## config.mk

```make
export PLATFORM = sky130hd
export DESIGN_NAME = periodic_release_delta_queue_core
export DESIGN_NICKNAME = d
export VERILOG_FILES = /design/src/design/prdq_pkg.sv /design/src/design/prdq_cell.sv /design/src/design/prdq_ctrl.sv /design/src/design/periodic_release_delta_queue_core.sv
export SDC_FILE = /design/constraint.sdc
export NUM_CORES = 2
export LEC_CHECK = 0
export ABC_AREA = 1
export BUFFER_PORTS_ARGS = -buffer_cell sky130_fd_sc_hd__buf_4
export CAP_MARGIN = 20
export CORE_MARGIN = 4
export CORE_UTILIZATION = 47
export DETAILED_ROUTE_END_ITERATION = 8
export PLACE_DENSITY = 0.61
export SYNTH_ARGS = -nofsm -noshare
export SYNTH_HDL_FRONTEND = slang
export SYNTH_SLANG_ARGS = --single-unit
```

## constraint.sdc

```tcl
create_clock -name clock -period 23.6 [get_ports clock]
set_input_delay 3.54 -clock clock [delete_from_list [all_inputs] [get_ports clock]]
set_output_delay 3.54 -clock clock [all_outputs]
set_load 0.1 [all_outputs]
```

## src/design/prdq_pkg.sv

```systemverilog
`timescale 1ns / 1ps

package prdq_pkg;

   localparam int MAX_TASKS_DEF = 8;
   localparam int KIND_W        = 2;
   localparam int TASK_W        = 8;
   localparam int DELTA_W       = 16;
   localparam int STATUS_W      = 2;

   typedef enum logic [KIND_W-1:0] {
      KIND_TICK   = 2'd0,
      KIND_ADD    = 2'd1,
      KIND_REMOVE = 2'd2,
      KIND_NOP    = 2'd3
   } kind_type;

   typedef enum logic [STATUS_W-1:0] {
      STATUS_OK        = 2'd0,
      STATUS_FULL      = 2'd1,
      STATUS_NOT_FOUND = 2'd2
   } status_type;

   // Operation carried by a token as it travels down the row of cells.
   typedef enum logic [2:0] {
      TOK_NONE = 3'd0,
      TOK_DEC  = 3'd1,
      TOK_INS  = 3'd2,
      TOK_DISP = 3'd3,
      TOK_FIND = 3'd4,
      TOK_POP  = 3'd5,
      TOK_PULL = 3'd6
   } tok_kind_type;

   typedef enum logic [2:0] {
      ST_IDLE,
      ST_WAIT_ADD,
      ST_WAIT_REM,
      ST_WAIT_DEC,
      ST_CHECK,
      ST_WAIT_POP,
      ST_WAIT_REINS
   } state_type;

   typedef struct packed {
      logic               used;
      logic [TASK_W-1:0]  task_id;
      logic [DELTA_W-1:0] delta;
      logic [DELTA_W-1:0] period;
   } entry_type;

   typedef struct packed {
      tok_kind_type       kind;
      logic [TASK_W-1:0]  task_id;
      logic [DELTA_W-1:0] delta;
      logic [DELTA_W-1:0] period;
   } token_type;

   typedef struct packed {
      logic done;
      logic miss;
   } chain_stat_type;

endpackage

```

## src/design/prdq_cell.sv

```systemverilog
`timescale 1ns / 1ps

module prdq_cell (
   input  logic                    clock,
   input  logic                    reset,
   input  prdq_pkg::token_type      tok_in,
   input  prdq_pkg::entry_type      nxt,
   output prdq_pkg::entry_type      ent,
   output prdq_pkg::token_type      tok_out,
   output prdq_pkg::chain_stat_type stat
);
   import prdq_pkg::*;

   entry_type ent_ff;
   entry_type ent_in;
   token_type tok_ff;

   assign ent = ent_ff;

   always_comb begin
      ent_in  = ent_ff;
      tok_out = '0;
      stat    = '0;
      unique case (tok_ff.kind)
         TOK_DEC: begin
            if (ent_ff.used && ent_ff.delta != '0) begin
               ent_in.delta = ent_ff.delta - 1'b1;
            end
            stat.done = 1'b1;
         end
         TOK_INS: begin
            if (!ent_ff.used) begin
               ent_in    = '{1'b1, tok_ff.task_id, tok_ff.delta, tok_ff.period};
               stat.done = 1'b1;
            end else if (tok_ff.delta < ent_ff.delta) begin
               // The new entry lands here; the old one moves down with what is left.
               ent_in  = '{1'b1, tok_ff.task_id, tok_ff.delta, tok_ff.period};
               tok_out = '{TOK_DISP, ent_ff.task_id, ent_ff.delta - tok_ff.delta,
                           ent_ff.period};
            end else begin
               tok_out       = tok_ff;
               tok_out.delta = tok_ff.delta - ent_ff.delta;
            end
         end
         TOK_DISP: begin
            ent_in = '{1'b1, tok_ff.task_id, tok_ff.delta, tok_ff.period};
            if (!ent_ff.used) begin
               stat.done = 1'b1;
            end else begin
               tok_out = '{TOK_DISP, ent_ff.task_id, ent_ff.delta, ent_ff.period};
            end
         end
         TOK_FIND, TOK_POP: begin
            if (ent_ff.used && (tok_ff.kind == TOK_POP || ent_ff.task_id == tok_ff.task_id)) begin
               // Unlink this entry and fold its delta into the successor.
               if (nxt.used) begin
                  ent_in       = nxt;
                  ent_in.delta = ent_ff.delta + nxt.delta;
                  tok_out.kind = TOK_PULL;
               end else begin
                  ent_in.used = 1'b0;
                  stat.done   = 1'b1;
               end
            end else if (ent_ff.used) begin
               tok_out = tok_ff;
            end else begin
               stat.miss = 1'b1;
            end
         end
         TOK_PULL: begin
            if (nxt.used) begin
               ent_in       = nxt;
               tok_out.kind = TOK_PULL;
            end else begin
               ent_in.used = 1'b0;
               stat.done   = 1'b1;
            end
         end
         default: begin
         end
      endcase
   end

   always_ff @(posedge clock) begin
      if (reset) begin
         ent_ff.used <= 1'b0;
         tok_ff.kind <= TOK_NONE;
      end else begin
         ent_ff <= ent_in;
         tok_ff <= tok_in;
      end
   end

endmodule

```

## src/design/prdq_ctrl.sv

```systemverilog
`timescale 1ns / 1ps

module prdq_ctrl #(
   parameter int MAX_TASKS = prdq_pkg::MAX_TASKS_DEF
) (
   input  logic                            clock,
   input  logic                            reset,
   input  logic                            start,
   output logic                            busy,
   input  logic [prdq_pkg::KIND_W-1:0]     req_kind,
   input  logic [prdq_pkg::TASK_W-1:0]     req_task_id,
   input  logic [prdq_pkg::DELTA_W-1:0]    req_first_delay,
   input  logic [prdq_pkg::DELTA_W-1:0]    req_period,
   input  prdq_pkg::entry_type             head,
   input  prdq_pkg::chain_stat_type        chain_stat,
   output prdq_pkg::token_type             launch,
   output logic                            rsp_valid,
   output logic [prdq_pkg::TASK_W-1:0]     rsp_released_task,
   output logic                            rsp_released_valid,
   output logic [prdq_pkg::STATUS_W-1:0]   rsp_status,
   output logic                            rsp_last
);
   import prdq_pkg::*;

   localparam int CNT_W = $clog2(MAX_TASKS + 1);

   state_type             state_ff, state_in;
   logic [CNT_W-1:0]      count_ff, count_in;
   logic [TASK_W-1:0]     rel_task_ff, rel_task_in;
   logic [DELTA_W-1:0]    rel_period_ff, rel_period_in;
   logic                  pend_ff, pend_in;
   logic                  any_ff, any_in;
   logic                  valid_ff, valid_in;
   logic [TASK_W-1:0]     task_ff, task_in;
   logic                  rvalid_ff, rvalid_in;
   status_type            status_ff, status_in;
   logic                  last_ff, last_in;
   logic [DELTA_W-1:0]    delay_fix, period_fix;
   logic                  head_due;

   assign delay_fix  = (req_first_delay == '0) ? DELTA_W'(1) : req_first_delay;
   assign period_fix = (req_period == '0) ? DELTA_W'(1) : req_period;
   assign head_due   = head.used && (head.delta == '0);

   assign busy               = (state_ff != ST_IDLE);
   assign rsp_valid          = valid_ff;
   assign rsp_released_task  = task_ff;
   assign rsp_released_valid = rvalid_ff;
   assign rsp_status         = status_ff;
   assign rsp_last           = last_ff;

   always_comb begin
      state_in      = state_ff;
      count_in      = count_ff;
      rel_task_in   = rel_task_ff;
      rel_period_in = rel_period_ff;
      pend_in       = pend_ff;
      any_in        = any_ff;
      launch        = '0;
      valid_in      = 1'b0;
      task_in       = '0;
      rvalid_in     = 1'b0;
      status_in     = STATUS_OK;
      last_in       = 1'b1;
      unique case (state_ff)
         ST_IDLE: begin
            if (start) begin
               unique case (kind_type'(req_kind))
                  KIND_ADD: begin
                     if (count_ff == CNT_W'(MAX_TASKS)) begin
                        valid_in  = 1'b1;
                        status_in = STATUS_FULL;
                     end else begin
                        launch   = '{TOK_INS, req_task_id, delay_fix, period_fix};
                        count_in = count_ff + 1'b1;
                        state_in = ST_WAIT_ADD;
                     end
                  end
                  KIND_REMOVE: begin
                     launch.kind    = TOK_FIND;
                     launch.task_id = req_task_id;
                     state_in       = ST_WAIT_REM;
                  end
                  KIND_TICK: begin
                     launch.kind = TOK_DEC;
                     pend_in     = 1'b0;
                     any_in      = 1'b0;
                     state_in    = ST_WAIT_DEC;
                  end
                  KIND_NOP: begin
                     valid_in = 1'b1;
                  end
               endcase
            end
         end
         ST_WAIT_ADD: begin
            if (chain_stat.done) begin
               valid_in = 1'b1;
               state_in = ST_IDLE;
            end
         end
         ST_WAIT_REM: begin
            if (chain_stat.done) begin
               valid_in = 1'b1;
               count_in = count_ff - 1'b1;
               state_in = ST_IDLE;
            end else if (chain_stat.miss) begin
               valid_in  = 1'b1;
               status_in = STATUS_NOT_FOUND;
               state_in  = ST_IDLE;
            end
         end
         ST_WAIT_DEC: begin
            if (chain_stat.done) begin
               state_in = ST_CHECK;
            end
         end
         ST_CHECK: begin
            // A finished release is reported here, once the head shows
            // whether another entry falls due on the same tick.
            if (pend_ff) begin
               valid_in  = 1'b1;
               task_in   = rel_task_ff;
               rvalid_in = 1'b1;
               last_in   = !head_due;
            end
            pend_in = 1'b0;
            if (head_due) begin
               rel_task_in   = head.task_id;
               rel_period_in = head.period;
               launch.kind   = TOK_POP;
               any_in        = 1'b1;
               state_in      = ST_WAIT_POP;
            end else begin
               if (!any_ff) begin
                  valid_in = 1'b1;
               end
               state_in = ST_IDLE;
            end
         end
         ST_WAIT_POP: begin
            if (chain_stat.done) begin
               launch   = '{TOK_INS, rel_task_ff, rel_period_ff, rel_period_ff};
               state_in = ST_WAIT_REINS;
            end
         end
         ST_WAIT_REINS: begin
            if (chain_stat.done) begin
               pend_in  = 1'b1;
               state_in = ST_CHECK;
            end
         end
         default: begin
            state_in = ST_IDLE;
         end
      endcase
   end

   always_ff @(posedge clock) begin
      if (reset) begin
         state_ff <= ST_IDLE;
         count_ff <= '0;
         pend_ff  <= 1'b0;
         any_ff   <= 1'b0;
         valid_ff <= 1'b0;
      end else begin
         state_ff <= state_in;
         count_ff <= count_in;
         pend_ff  <= pend_in;
         any_ff   <= any_in;
         valid_ff <= valid_in;
      end
   end

   always_ff @(posedge clock) begin
      rel_task_ff   <= rel_task_in;
      rel_period_ff <= rel_period_in;
      task_ff       <= task_in;
      rvalid_ff     <= rvalid_in;
      status_ff     <= status_in;
      last_ff       <= last_in;
   end

endmodule

```

## src/design/periodic_release_delta_queue_core.sv

```systemverilog
`timescale 1ns / 1ps

// Periodic release queue kept as a delta-sorted list in a row of cells.
// Cell 0 is the head of the queue; each cell stores one task's id, its
// period and the ticks left relative to the cell before it.
// An item is taken when start is high and busy is low. Kind selects a tick,
// an add or a remove; the unused kind value gives a plain status-ok result.
// Each result appears on the rsp_ ports for one cycle, marked by rsp_valid,
// and is taken at the end of that cycle; the receiver cannot stall.
// Operations travel down the row as tokens, one cell per clock, so the
// time an item takes is set by how far its token walks:
//   add    : to the task's place, then on to the first free cell;
//   remove : to the task if found, as the gap closes up to the tail, else
//            to the first free cell, or off the end of a full row;
//   tick   : the head is decremented, then every task released is
//            popped from the head and walked back in.
// A full add or an unused kind answers in the cycle after it is taken and
// leaves busy low, so such items may follow back to back.
// A tick gives one result per released task with the last one flagged, or
// a single empty result when nothing falls due.
// Reset empties the queue at once: the occupancy bit of every cell and the
// task count are cleared, and the block is ready in the next cycle.
module periodic_release_delta_queue_core #(
   parameter int MAX_TASKS = prdq_pkg::MAX_TASKS_DEF
) (
   input  logic                            clock,
   input  logic                            reset,
   input  logic                            start,
   output logic                            busy,
   input  logic [prdq_pkg::KIND_W-1:0]     req_kind,
   input  logic [prdq_pkg::TASK_W-1:0]     req_task_id,
   input  logic [prdq_pkg::DELTA_W-1:0]    req_first_delay,
   input  logic [prdq_pkg::DELTA_W-1:0]    req_period,
   output logic                            rsp_valid,
   output logic [prdq_pkg::TASK_W-1:0]     rsp_released_task,
   output logic                            rsp_released_valid,
   output logic [prdq_pkg::STATUS_W-1:0]   rsp_status,
   output logic                            rsp_last
);
   import prdq_pkg::*;

   entry_type      ent   [MAX_TASKS];
   entry_type      nxt   [MAX_TASKS];
   token_type      tok_i [MAX_TASKS];
   token_type      tok_o [MAX_TASKS];
   chain_stat_type stat  [MAX_TASKS];
   token_type      launch;
   chain_stat_type chain_stat;

   // The controller injects every operation at the head cell.
   prdq_ctrl #(
      .MAX_TASKS (MAX_TASKS)
   ) u_ctrl (
      .clock              (clock),
      .reset              (reset),
      .start              (start),
      .busy               (busy),
      .req_kind           (req_kind),
      .req_task_id        (req_task_id),
      .req_first_delay    (req_first_delay),
      .req_period         (req_period),
      .head               (ent[0]),
      .chain_stat         (chain_stat),
      .launch             (launch),
      .rsp_valid          (rsp_valid),
      .rsp_released_task  (rsp_released_task),
      .rsp_released_valid (rsp_released_valid),
      .rsp_status         (rsp_status),
      .rsp_last           (rsp_last)
   );

   // Each cell takes its token from the cell before it and looks at the
   // contents of the cell after it when entries close up on a removal.
   for (genvar i = 0; i < MAX_TASKS; i++) begin : g_cell
      if (i == 0) begin : g_head
         assign tok_i[i] = launch;
      end else begin : g_body
         assign tok_i[i] = tok_o[i-1];
      end
      if (i == MAX_TASKS - 1) begin : g_tail
         assign nxt[i] = '0;
      end else begin : g_mid
         assign nxt[i] = ent[i+1];
      end
      prdq_cell u_cell (
         .clock   (clock),
         .reset   (reset),
         .tok_in  (tok_i[i]),
         .nxt     (nxt[i]),
         .ent     (ent[i]),
         .tok_out (tok_o[i]),
         .stat    (stat[i])
      );
   end

   // At most one cell holds a token, so the completion flags are simply
   // gathered. A search token leaving the last cell means the task is absent.
   always_comb begin
      chain_stat      = '0;
      chain_stat.miss = (tok_o[MAX_TASKS-1].kind == TOK_FIND);
      for (int i = 0; i < MAX_TASKS; i++) begin
         chain_stat.done = chain_stat.done | stat[i].done;
         chain_stat.miss = chain_stat.miss | stat[i].miss;
      end
   end

endmodule

```

* Word-level counts from Yosys, hierarchy flattened *
Index checks and enable logic that the tools add are counted.

word-level totals
  flip-flop bits (word level) = 718
  bits of input ports = 45
  output and inout port bits = 14
  logic and storage cells = 594

cells by class
  add/sub/neg operators = 33
  order comparisons = 8
  eq/ne operators = 118
  multiplexer cells = 233
  bitwise gates (word level) = 18
  reductions and logical operators = 109

operators with widths
  cell                                                   count
  2-to-1 mux 40 bit                                      29
  2-to-1 mux 43 bit                                      25
  one-hot mux 40 bit (3 select lines)                    7
  2-to-1 mux 41 bit                                      16
  one-hot mux 16 bit (5 select lines)                    7
  one-hot mux 16 bit (4 select lines)                    8
  2-to-1 mux 42 bit                                      10
  one-hot mux 9 bit (4 select lines)                     8
  subtractor 16 bit                                      16
  2-to-1 mux 16 bit                                      10
  less-than comparator 16 bit                            8
  nonzero test 16 bit                                    8
  subtractor 16 x 1 -> 16 bit, second input constant     8
  adder 16 bit                                           7
  == test 3 bit, second input constant                   28
  one-hot mux 3 bit (4 select lines)                     7
  one-hot mux 40 bit (2 select lines)                    1
  2-to-1 mux 3 bit                                       23
  == test 8 bit                                          8
  inequality test 2 x 1 -> 1 bit, second input constant  32
  AND reduction 7 bit                                    8
  == test 3 x 2 -> 1 bit, second input constant          18
  2-to-1 mux 1 bit                                       53
  zero test 16 bit                                       3
  37 further kinds                                       171

* Longest topological paths before layout *
  word-level depth = 17
  depth in mapped cells = 20
  mapped depth without buffers = 18

* Modules after synthesis *
A second synthesis with hierarchy kept.

second synthesis, totals
  cells, all modules = 10054
  area, all modules = 66523.8 sq um

by module, submodules not included
  module                             times used  cells an instance  area each (sq um)  sequential area each (sq um)
  prdq_cell (g_cell[3].u_cell ...)   3           1213               7961.4             2482.4
  prdq_cell (g_cell[1].u_cell)       1           1254               8100.3             2482.4
  prdq_cell (g_cell[7].u_cell)       1           1204               8002.7             2482.4
  prdq_cell (g_cell[2].u_cell)       1           1209               7981.4             2482.4
  prdq_cell (g_cell[6].u_cell)       1           1206               7962.6             2482.4
  prdq_cell (g_cell[0].u_cell)       1           1196               7932.6             2482.4
  prdq_ctrl                          1           330                2597.5             1161.1
  periodic_release_delta_queue_core  1           16                 62.6               0.0

* Worst setup path after synthesis *
No wires, ideal clock.

  path kind = input -> register
  start = input reset
  end = register u_ctrl.count_ff[2]
  setup time = 0.102 ns
  arrival = 13.614 ns
  data required time = 23.498 ns
  path slack = 9.884 ns
  stages on the path = 5
  path buffers = 2
  cells stage by stage = inv_1 buf_2 clkbuf_1 o21ai_0 nor2_1

RTL lines
  element                 RTL line                                 RTL
  start: declaration      periodic_release_delta_queue_core.sv:27  input logic reset,
  end signal: assignment  prdq_ctrl.sv:168                         count_ff <= count_in;
  end: declaration        prdq_ctrl.sv:28                          logic [CNT_W-1:0] count_ff, count_in;

* Worst setup path after layout *
  start = input reset
  end = register g_cell[4].u_cell.ent_ff (netlist bit g_cell[4].u_cell.ent[27]), enable pin

between the ends
  cells in the longest elaborated chain, start to end = 2

RTL lines
  element                               RTL line         RTL
  inverter 1 bit (no source line)       -
  AND reduction 7 bit (no source line)  -
  end signal: assignment                prdq_cell.sv:89  ent_ff <= ent_in;
  end: declaration                      prdq_cell.sv:14  entry_type ent_ff;

No other way between the ends.
A chain may end at the register's enable or synchronous reset.

==> flow_metrics.py <==
metrics = {
    "floorplan": {
        "fp-row-count": 122,
        "die_h_um": 341,
        "die_width_um": 341,
        "core_mm2": 0.111,
        "initial_core_util": 0.473,
        "io_pins": 59,
        "die_area_mm2": 0.117,
    },
    "sta": {
        "max_freq_mhz": 178,
        "drv_slew": 0,
        "rsz0062_at_grt": "no",
        "finalCriticalPeriod_ns": 5.63,
        "final-setup-viol-count": 0,
        "post-route-period-util": 0.239,
        "max_slew_margin": 0.253,
        "finalClockSkew_ns": 0.0524,
        "finalHoldViolCount": 0,
        "worst_pin_slew_ns": 1.12,
        "tns_ns": 0,
    },
    "setup_path": {
        "r2r_end": "g_cell[0].u_cell.ent[21]$_DFFE_PP_",
        "crit_type": "in2reg",
        "reg2reg_depth": 15,
        "arrival_ns": 5.94,
        "slowest_delay_ns": 0.62,
        "crit_path_end": "g_cell[4].u_cell.ent[27]$_DFFE_PP_",
        "rrSetupSlack_ns": 19.19,
        "cpMaxStageDelayCell": "buf_12",
        "crit_chain": "buf_4 -> inv_8 -> buf_12 -> o21ai_0 -> nor3_2 -> buf_4",
        "r2r_start": "g_cell[0].u_cell.tok_ff[16]$_DFFE_PN_",
        "startpoint": "reset",
        "crit_fanout": 120,
        "path_buf_inv": 4,
        "critPathCaptureType": "flop",
        "startpoint_type": "input pin",
        "critPathMostFrequentCell": "buf_4",
        "path_delay_family": "buffers and inverters",
        "required_ns": 23.91,
        "path_depth": 6,
    },
    "clocking": {
        "worstSkewPairLatency_ns": 0.67,
        "cts_tree": "done",
        "cts_hold_buf": 0,
        "clock_path_buffers": 3,
        "cts_sinks": 718,
        "cts_resized": 0,
        "htreeDepth": 3,
        "clk_pin_slew_ns": 0.06,
        "post-cts-setup-buffer-count": 0,
        "root_buffer": "clkbuf_16",
        "cts_made_buffers": 84,
    },
    "route": {
        "wire_per_inst_um": 21.0,
        "dr.pass1.iters": 6,
        "vias": 46700,
        "drt-total-wl_um": 166000,
        "final_antenna_net_count": 0,
        "drt-initial-drc-count": 4188,
        "vias_per_cell": 5.90,
        "drc": 0,
    },
    "cells_and_area": {
        "seq_area_mm2": 0.0210,
        "fillCellCount": 10600,
        "antenna_cells": 0,
        "fin_util": 0.513,
        "multiInputGateArea_mm2": 0.0269,
        "fin_nets": 6764,
        "syn_to_final_growth_pct": 8.59,
        "drive_above_1_share": 0.0673,
    },
    "logic_synthesis": {
        "synth_fa_ha_area_frac": 0.0913,
        "synth_area_leaders": "edfxtp_1, nand2_1, ha_1",
        "synth_edf_count": 664,
        "synth_compound_area_frac": 0.208,
        "synth-seq-area-share": 0.403,
        "synthTopCellsByCount": "nand2_1, inv_1, edfxtp_1",
        "synthXorXnorAreaFrac": 0.0240,
        "synth_cell_types": 65,
        "syn_avg_cell_area_um2": 8.16,
        "netlist_instances": 6400,
        "ys_ff_latch": 718,
        "yosysMostFrequentCell": "nand2_1",
        "synth_top_area_frac": 0.382,
        "ys_warn_count": 0,
        "synth-main-ff-cell": "edfxtp_1",
        "async_reset_ff_frac": 0,
        "muxShareOfSynthArea": 0.00173,
        "mappedNetlistArea_mm2": 0.0522,
        "yosys.area_share.simple": 0.186,
        "yosysTopAreaCell": "edfxtp_1",
        "synth_top_family_by_area": "compound AO/OA/AOI/OAI gates",
        "mappedNetlistNets": 6813,
    },
    "grt": {
        "overflow": 0,
        "grt_busiest_layer": "met2",
        "grt_pass1_vias": 44200,
        "grt_pass1_wl_um": 256000,
        "use_met3": 0.0340,
        "grtUsageMet1": 0.379,
        "grt_antenna_before_repair": 0,
        "grt_use_total": 0.276,
        "grt_start_max_net_pins": 121,
        "globalRouteMet2Util": 0.458,
    },
    "power": {
        "p_leak_uw": 0.0231,
        "peakVddDrop_mv": 0.0515,
        "p_per_area_mw_per_mm2": 54.0,
    },
    "min_path": {
        "hp-class": "reg2reg",
    },
    "placement": {
        "dpl.hpwl_um": 124000,
        "port_buffers": 58,
        "globalplace.congestion": 0.957,
    },
    "flow_run": {
        "cap_violations": 0,
    },
    "status": {
        "status": "finished, final reports clean",
    },
}
==> metal layers <==
layer,share of wire,wire [µm]
met2,0.47,77900
met4,0.029,4800
met1,0.43,72100
met3,0.067,11100
met5,0,0
==> per-stage QoR <==
step / instance area [µm²] / instances / hold WS (ns) / total power [µW] / setup WS (ns)
after detailed placement: 54000 / 7750 / 0.405 / 1790 / 17.34
after global routing: 56700 / 7907 / 0.422 / 3180 / 17.88
after global placement: 53900 / 7749 / 0.401 / 1780 / 17.04
after CTS: 56700 / 7904 / 0.416 / 3080 / 18.05
final: 56700 / 7907 / 0.414 / 3060 / 17.97
after floorplan: 52200 / 6400 / 0.389 / 1710 / 9.88
==> how the worst min path moves through the flow <==
stage                                           from  cells past startpoint                                 end  slack (ns)
6_report        g_cell[7].u_cell.tok_ff[4]$_DFFE_PN_                      0   g_cell[7].u_cell.ent[4]$_DFFE_PP_        0.41
2_1_floorplan            u_ctrl.pend_ff$_SDFFE_PP0P_                      1          u_ctrl.rsp_last$_SDFF_PN1_        0.39
3_5_place_dp    g_cell[7].u_cell.tok_ff[6]$_DFFE_PN_                      0   g_cell[7].u_cell.ent[6]$_DFFE_PP_        0.40
5_1_grt        g_cell[7].u_cell.tok_ff[11]$_DFFE_PN_                      0  g_cell[7].u_cell.ent[11]$_DFFE_PP_        0.42
4_1_cts         g_cell[7].u_cell.tok_ff[6]$_DFFE_PN_                      0   g_cell[7].u_cell.ent[6]$_DFFE_PP_        0.42
3_3_place_gp   g_cell[7].u_cell.tok_ff[15]$_DFFE_PN_                      0  g_cell[7].u_cell.ent[15]$_DFFE_PP_        0.40
==> cell families after synthesis <==
logic type,count (synthesis)
XOR/XNOR,143
AND/OR/NAND/NOR,2291
AO/OA/AOI/OAI,1742
buffers and inverters,1129
flip-flops,718
adder cells (fa/ha/maj),368
multiplexers,9
==> layout make-up <==
cell class                 count  share of cell area
sequential                   718               0.371
clock inverter                50             0.00902
clock buffer                 104              0.0386
timing repair buffer         124              0.0171
inverter                     870              0.0581
multi-input combinational   4553               0.474
tap                         1488              0.0328
==> report_power, final <==
| part | total, µW | switching [µW] | internal, µW |
|---|---|---|---|
| Sequential | 1450 | 32.5 | 1420 |
| Combinational | 316 | 216 | 99.9 |
| Clock | 1300 | 564 | 732 |
| Total | 3060 | 812 | 2250 |
==> layout by cell type, fill, tap and decap left out, types with 37 or more instances in the layout <==
master	Yosys	final
o221ai_1	224	224
nand3_1	437	437
nand4_1	48	48
a21o_1	37	37
o21ai_1	54	54
o21ai_0	604	604
dfxtp_1	54	53
o211ai_1	106	106
nor3_1	55	45
ha_1	346	346
a21oi_1	403	403
buf_4	13	119
a32oi_1	56	56
xor2_1	62	62
edfxtp_1	664	664
inv_1	824	819
nand2_1	1237	1237
nor2_1	403	389
clkbuf_16	0	84
xnor2_1	81	81
==> flip-flops by register name, summed over array words and instances (netlist names), 2 cells and up <==
signal / cells
g_cell.u_cell.ent: 328
g_cell.u_cell.tok_ff: 344
u_ctrl.count_ff: 4
u_ctrl.rel_period_ff: 16
u_ctrl.rel_task_ff: 8
u_ctrl.rsp_released_task: 8
u_ctrl.rsp_status: 2
u_ctrl.state_ff: 3
No activity file was read; power rests on OpenSTA's default activity.
